File: src/hdl/rld_pkg.sv
`timescale 1ns / 1ps
// ----------------------------------------------------------------------------
// rld_pkg
// Shared types and constants for the run-length decoder: symbol codes,
// emit selections and the command/status bundles between control and data.
// ----------------------------------------------------------------------------
package rld_pkg;

    // ascii digit range and count radix
    localparam logic [7:0] SYM_ZERO = 8'h30;
    localparam logic [7:0] SYM_NINE = 8'h39;
    localparam logic [3:0] RADIX    = 4'd10;

    // what the output register loads this cycle
    typedef enum logic [2:0] {
        EMIT_NONE      = 3'd0,
        EMIT_LITERAL   = 3'd1,
        EMIT_MALFORMED = 3'd2,
        EMIT_RUN_FIRST = 3'd3,
        EMIT_RUN_NEXT  = 3'd4
    } t_emit_sel;

    // controller to datapath
    typedef struct packed {
        logic      acc_digit;
        logic      clear_count;
        t_emit_sel emit_sel;
    } t_rld_cmd;

    // datapath to controller
    typedef struct packed {
        logic out_free;
        logic is_digit;
        logic eos;
        logic count_active;
        logic count_zero;
        logic count_one;
        logic remain_one;
    } t_rld_status;

endpackage

File: src/hdl/rld_ctrl.sv
`timescale 1ns / 1ps
// ----------------------------------------------------------------------------
// rld_ctrl
// Controller: takes input bytes while idle and sequences the copies of a
// run through the datapath output register.
// ----------------------------------------------------------------------------
module rld_ctrl (
    input  logic                 i_clk,
    input  logic                 i_rst_n,
    input  logic                 i_in_valid,
    input  rld_pkg::t_rld_status i_status,
    output logic                 o_in_stall,
    output rld_pkg::t_rld_cmd    o_cmd
);

    typedef enum logic [1:0] {
        ST_IDLE = 2'b01,
        ST_RUN  = 2'b10
    } t_state;

    t_state r_state;
    t_state n_state;
    logic   accept;

    // state register
    always_ff @(posedge i_clk) begin
        if (!i_rst_n) begin
            r_state <= ST_IDLE;
        end else begin
            r_state <= n_state;
        end
    end

    // next state and commands
    always_comb begin
        n_state           = r_state;
        o_in_stall        = 1'b1;
        accept            = 1'b0;
        o_cmd.acc_digit   = 1'b0;
        o_cmd.clear_count = 1'b0;
        o_cmd.emit_sel    = rld_pkg::EMIT_NONE;
        case (r_state)
            ST_IDLE: begin
                o_in_stall = !i_status.out_free;
                accept     = i_in_valid && i_status.out_free;
                if (accept) begin
                    if (i_status.is_digit && i_status.eos) begin
                        // string ended inside a count
                        o_cmd.emit_sel    = rld_pkg::EMIT_MALFORMED;
                        o_cmd.clear_count = 1'b1;
                    end else if (i_status.is_digit) begin
                        o_cmd.acc_digit = 1'b1;
                    end else if (!i_status.count_active) begin
                        o_cmd.emit_sel = rld_pkg::EMIT_LITERAL;
                    end else if (i_status.count_zero) begin
                        // zero count swallows the byte
                        o_cmd.clear_count = 1'b1;
                    end else begin
                        o_cmd.emit_sel    = rld_pkg::EMIT_RUN_FIRST;
                        o_cmd.clear_count = 1'b1;
                        if (!i_status.count_one) begin
                            n_state = ST_RUN;
                        end
                    end
                end
            end
            ST_RUN: begin
                if (i_status.out_free) begin
                    o_cmd.emit_sel = rld_pkg::EMIT_RUN_NEXT;
                    if (i_status.remain_one) begin
                        n_state = ST_IDLE;
                    end
                end
            end
            default: begin
                n_state = ST_IDLE;
            end
        endcase
    end

endmodule

File: src/hdl/rld_datapath.sv
`timescale 1ns / 1ps
// ----------------------------------------------------------------------------
// rld_datapath
// Datapath: decimal count accumulator with saturation, run counter, held
// run symbol and the output register.
// ----------------------------------------------------------------------------
module rld_datapath #(
    parameter int MAX_RUN = 64
) (
    input  logic                 i_clk,
    input  logic                 i_rst_n,
    input  logic [7:0]           i_symbol,
    input  logic                 i_end_of_string,
    input  logic                 i_out_stall,
    input  rld_pkg::t_rld_cmd    i_cmd,
    output rld_pkg::t_rld_status o_status,
    output logic                 o_out_valid,
    output logic [7:0]           o_out_byte,
    output logic                 o_run_last,
    output logic                 o_malformed
);

    localparam int CW = $clog2(MAX_RUN + 1);
    localparam int AW = $clog2(MAX_RUN * 10 + 10);
    localparam logic [CW-1:0] CNT_ONE = CW'(1);
    localparam logic [AW-1:0] MAX_A   = AW'(MAX_RUN);

    logic [CW-1:0] r_count;
    logic          r_count_active;
    logic [CW-1:0] r_remain;
    logic [7:0]    r_run_sym;
    logic          r_out_valid;
    logic [7:0]    r_out_byte;
    logic          r_run_last;
    logic          r_malformed;

    logic [3:0]    digit;
    logic [AW-1:0] acc_sum;
    logic [CW-1:0] acc_next;
    logic          load;

    // classify input byte and accumulate count
    assign digit    = i_symbol[3:0] - rld_pkg::SYM_ZERO[3:0];
    assign acc_sum  = AW'(r_count) * AW'(rld_pkg::RADIX) + AW'(digit);
    assign acc_next = (acc_sum > MAX_A) ? CW'(MAX_RUN) : acc_sum[CW-1:0];
    assign load     = (i_cmd.emit_sel != rld_pkg::EMIT_NONE);

    assign o_status.out_free     = !r_out_valid || !i_out_stall;
    assign o_status.is_digit     = (i_symbol >= rld_pkg::SYM_ZERO) &&
                                   (i_symbol <= rld_pkg::SYM_NINE);
    assign o_status.eos          = i_end_of_string;
    assign o_status.count_active = r_count_active;
    assign o_status.count_zero   = (r_count == '0);
    assign o_status.count_one    = (r_count == CNT_ONE);
    assign o_status.remain_one   = (r_remain == CNT_ONE);

    // count state
    always_ff @(posedge i_clk) begin
        if (!i_rst_n) begin
            r_count        <= '0;
            r_count_active <= 1'b0;
        end else if (i_cmd.clear_count) begin
            r_count        <= '0;
            r_count_active <= 1'b0;
        end else if (i_cmd.acc_digit) begin
            r_count        <= acc_next;
            r_count_active <= 1'b1;
        end
    end

    // run counter and held symbol
    always_ff @(posedge i_clk) begin
        case (i_cmd.emit_sel)
            rld_pkg::EMIT_RUN_FIRST: begin
                r_remain  <= r_count - CNT_ONE;
                r_run_sym <= i_symbol;
            end
            rld_pkg::EMIT_RUN_NEXT: begin
                r_remain <= r_remain - CNT_ONE;
            end
            default: begin
            end
        endcase
    end

    // output valid flag
    always_ff @(posedge i_clk) begin
        if (!i_rst_n) begin
            r_out_valid <= 1'b0;
        end else if (load) begin
            r_out_valid <= 1'b1;
        end else if (!i_out_stall) begin
            r_out_valid <= 1'b0;
        end
    end

    // output payload
    always_ff @(posedge i_clk) begin
        case (i_cmd.emit_sel)
            rld_pkg::EMIT_LITERAL: begin
                r_out_byte  <= i_symbol;
                r_run_last  <= 1'b1;
                r_malformed <= 1'b0;
            end
            rld_pkg::EMIT_MALFORMED: begin
                r_out_byte  <= 8'h00;
                r_run_last  <= 1'b1;
                r_malformed <= 1'b1;
            end
            rld_pkg::EMIT_RUN_FIRST: begin
                r_out_byte  <= i_symbol;
                r_run_last  <= (r_count == CNT_ONE);
                r_malformed <= 1'b0;
            end
            rld_pkg::EMIT_RUN_NEXT: begin
                r_out_byte  <= r_run_sym;
                r_run_last  <= (r_remain == CNT_ONE);
                r_malformed <= 1'b0;
            end
            default: begin
            end
        endcase
    end

    assign o_out_valid = r_out_valid;
    assign o_out_byte  = r_out_byte;
    assign o_run_last  = r_run_last;
    assign o_malformed = r_malformed;

endmodule

File: src/hdl/run_length_decoder_unit.sv
`timescale 1ns / 1ps
// ----------------------------------------------------------------------------
// run_length_decoder_unit
// Run-length decoder for text with decimal prefix counts.
// ----------------------------------------------------------------------------
// Digits and plain bytes are taken at one per cycle. A byte that closes a
// count of n (1 to MAX_RUN) emits n copies, one per cycle while not stalled,
// from a single output register driven by the run counter; the input is held
// until the last copy is loaded; the last copy carries run_last. A zero count
// swallows its byte with no output. A string that ends on a digit yields one
// transfer with malformed set and out_byte zero. A literal, malformed result
// or first run copy appears the cycle after its byte is taken. A new byte is
// taken at the same edge where the waiting result leaves; while a result is
// held by i_out_stall, the input stalls, digits included.
// ----------------------------------------------------------------------------
module run_length_decoder_unit #(
    parameter int MAX_RUN = 64
) (
    input  logic       i_clk,
    input  logic       i_rst_n,
    input  logic       i_in_valid,
    output logic       o_in_stall,
    input  logic [7:0] i_symbol,
    input  logic       i_end_of_string,
    output logic       o_out_valid,
    input  logic       i_out_stall,
    output logic [7:0] o_out_byte,
    output logic       o_run_last,
    output logic       o_malformed
);

    rld_pkg::t_rld_cmd    cmd;
    rld_pkg::t_rld_status status;

    // controller
    rld_ctrl u_ctrl (
        .i_clk      (i_clk),
        .i_rst_n    (i_rst_n),
        .i_in_valid (i_in_valid),
        .i_status   (status),
        .o_in_stall (o_in_stall),
        .o_cmd      (cmd)
    );

    // datapath
    rld_datapath #(
        .MAX_RUN (MAX_RUN)
    ) u_datapath (
        .i_clk           (i_clk),
        .i_rst_n         (i_rst_n),
        .i_symbol        (i_symbol),
        .i_end_of_string (i_end_of_string),
        .i_out_stall     (i_out_stall),
        .i_cmd           (cmd),
        .o_status        (status),
        .o_out_valid     (o_out_valid),
        .o_out_byte      (o_out_byte),
        .o_run_last      (o_run_last),
        .o_malformed     (o_malformed)
    );

endmodule

File: config.mk
export PLATFORM = sky130hd
export DESIGN_NAME = run_length_decoder_unit
export DESIGN_NICKNAME = d
export VERILOG_FILES = /design/src/hdl/rld_pkg.sv /design/src/hdl/rld_ctrl.sv /design/src/hdl/rld_datapath.sv /design/src/hdl/run_length_decoder_unit.sv
export SDC_FILE = /design/constraint.sdc
export NUM_CORES = 1
export LEC_CHECK = 0
export ABC_AREA = 1
export BUFFER_PORTS_ARGS = -buffer_cell sky130_fd_sc_hd__clkbuf_2
export CAP_MARGIN = 10
export CORE_UTILIZATION = 45
export CTS_BUF_LIST = sky130_fd_sc_hd__clkbuf_4
export DETAILED_ROUTE_END_ITERATION = 12
export PLACE_DENSITY = 0.67
export REMOVE_ABC_BUFFERS = 1
export SLEW_MARGIN = 20
export SYNTH_ARGS = -nofsm -noshare
export SYNTH_HDL_FRONTEND = slang
export SYNTH_SLANG_ARGS = --single-unit
File: constraint.sdc
create_clock -name i_clk -period 5.63 [get_ports i_clk]
set_input_delay 0 -clock i_clk [delete_from_list [all_inputs] [get_ports i_clk]]
set_output_delay 0 -clock i_clk [all_outputs]
set_load 0.005 [all_outputs]
==> impl_metrics.json <==
{
  "end_kind": "register",
  "dieWidth_um": 76.9,
  "outcome": "complete, no violations",
  "synthFlopType": "edfxtp_1",
  "dp_slack_ps": 2720,
  "synth_top_area_frac": 0.297,
  "timing.final.crit_share": 0.480,
  "netlist_area_um2": 2530,
  "yosysWarnings": 0,
  "core_um2": 5270,
  "dieArea_um2": 5920,
  "synth-xor-area-share": 0.0446,
  "grt_pass1_wl_mm": 8.58,
  "async_flop_share": 0,
  "wl_mm": 4.78,
  "fp-row-count": 26,
  "max_freq_ghz": 0.370,
  "path_clk_slew_ps": 120,
  "irDropWorstVdd_uv": 75.2,
  "diodes": 0,
  "synth_compound_area_frac": 0.105,
  "finClkSkew_ps": 14.3,
  "fill_cells": 495,
  "grt_max_degree": 17,
  "routed_via_density": 4.93,
  "setup_viol": 0,
  "post_synth_fa_ha_maj_area_fraction": 0.115,
  "drv_cap": 0,
  "synth_top_family_by_area": "simple AND/OR/NAND/NOR gates",
  "mostFrequentLayoutCells": "nand2_1 (66), inv_1 (42), nand3_1 (28)",
  "ioPinCount": 25,
  "post-cts-setup-buffer-count": 0,
  "worstSetupStartpointType": "register",
  "post_synth.cell_area_avg_um2": 8.48,
  "layout_commonest_cell": "nand2_1",
  "placed_cell_area_um2": 2700,
  "cts.path.max_buffers": 2,
  "power_uw": 491,
  "drive_above_1_share": 0.221,
  "start_util": 0.479,
  "dp_hpwl_mm": 3.76,
  "nNetsFinal": 369,
  "grt_usage": 0.182,
  "syn_inst": 298,
  "finalMaxSlewViolations": 0,
  "clock-root-buffer": "clkbuf_4",
  "clock_latency_ps": 350,
  "cts_buffers": 5,
  "vias": 1997,
  "grt_antenna_before_repair": 0,
  "final_util": 0.541,
  "critPathRequiredTime_ps": 5870,
  "rsz0062_at_grt": "no",
  "worst_hold_slack_ps": 33.3,
  "overflow": 0,
  "syn2layout_area_growth_pct": 12.9,
  "cts_tree": "yes",
  "hold_viol_final": 0,
  "p_leak_nw": 1.41,
  "antenna_left": 0,
  "critical_path_arrival_ps": 2950,
  "seq_area_frac_synth": 0.384,
  "cts.sinks": 36,
  "synth_edf_count": 25,
  "die_height_um": 76.9,
  "gp_congestion": 0.785,
  "hp-class": "input port to register",
  "yosys-top-cells-area": "edfxtp_1 (30%), ha_1 (9.9%), nand2_1 (9.8%), dfxtp_1 (8.7%), inv_1 (6.2%)",
  "tns_ps": 0,
  "drcViolationCount": 0,
  "crit_path_max_fanout": 7,
  "h-tree-depth": 2,
  "yosys.cell_types.count": 36,
  "drt-wirelength-per-cell_um": 11.8,
  "setup_slack_ps": 2930,
  "port_buffers": 24,
  "power.density_nw_per_um2": 172,
  "finalNonFillerCells": 405,
  "tightest_slew_ps": 715,
  "synth_simple_gate_area_frac": 0.269,
  "drtPass1Iterations": 4,
  "placed_cells": 388,
  "yosys.area.top_type": "edfxtp_1",
  "synthMuxAreaShare": 0,
  "final_area_um2": 2850,
  "relSlewSlack": 0.522,
  "grt_pass1_vias": 1888,
  "drtIter0Drc": 103,
  "critical_path_class": "register to register",
  "fin_crit_ps": 2700,
  "ys_ff_latch": 36
}
[where the power goes]
group / switching, mW / leakage (nW) / internal, mW
combinational: 0.0333 / 1.06 / 0.0244
sequential: 0.00253 / 0.313 / 0.290
clock: 0.0925 / 0.0349 / 0.0480
total: 0.128 / 1.41 / 0.363
[final cells by class]
| class | instances | area, µm² | share of cell area |
|---|---|---|---|
| clock buffers | 5 | 37.5 | 0.0132 |
| clock inverters | 3 | 18.8 | 0.00658 |
| inverters | 46 | 173 | 0.0606 |
| multi-input cells | 212 | 1350 | 0.475 |
| flip-flops and latches | 36 | 971 | 0.341 |
| well taps | 70 | 87.6 | 0.0307 |
| repair buffers | 33 | 210 | 0.0737 |
[cells by family (layout without fill, tap and decap cells)]
group / after synthesis / in the layout
buffers and inverters: 50 / 87
xor gates and xnor gates: 12 / 12
AOI/OAI and AO/OA: 42 / 42
DFF: 36 / 36
adders and majority gates: 22 / 22
and+or+nand+nor: 136 / 136
[critical path, cell delays in order, from the launching register on]
cell and delay [ps]:
dfxtp_1 560, ha_1 310, ha_1 230, fa_1 430, xor2_2 220, nand3_1 140, clkinv_1 80, nand2_1 60
nor2_1 120, nand2_2 60, nand2_2 130, nand2_1 80, o21ai_1 120, inv_1 40
[cell usage after synthesis, types with 5 or more instances]
master / number
o21ai_0: 11
nand2_1: 66
dfxtp_1: 11
a21oi_1: 11
nand2_2: 14
nor2_1: 10
nand3_1: 28
xnor2_1: 6
ha_1: 20
edfxtp_1: 25
o21ai_2: 10
inv_1: 42
xor2_1: 5
o21ai_1: 6
[state kept, by name, summed over array words and instances (netlist names)]
register and flops:
u_datapath.o_malformed 1, u_datapath.r_run_sym 8, u_ctrl.r_state 2, u_datapath.o_run_last 1, u_datapath.r_remain 7, u_datapath.o_out_valid 1, u_datapath.o_out_byte 8, u_datapath.r_count_active 1
u_datapath.r_count 7
[per-layer routing]
layer,global-route usage,vias to the layer above,wire [µm]
met5,0,-,0
met1,0.240,907,2290
met3,0.0238,7,128
met2,0.299,34,2290
met4,0.0750,0,76
li1,-,1049,-
[final timing paths]
path / startpoint / to / slack, ps / depth (start not counted)
worst max-delay path: u_datapath.r_count[3] / u_datapath.r_count[6] / 2930 / 13
worst min-delay path: i_out_stall / u_datapath.o_out_valid / 30 / 5
worst max register to register: u_datapath.r_count[3] / u_datapath.r_count[6] / 2930 / 13
worst min register to register: u_ctrl.r_state[1] / u_ctrl.r_state[1] / 500 / 2
[repair_timing]
action | 4_1_cts | 5_1_grt
hold endpoints to repair | 13 | 0
resized for setup | 0 | 0
setup endpoints to repair | 0 | 0
hold buffers | 9 | 0
(Power assumes the default switching activity.)
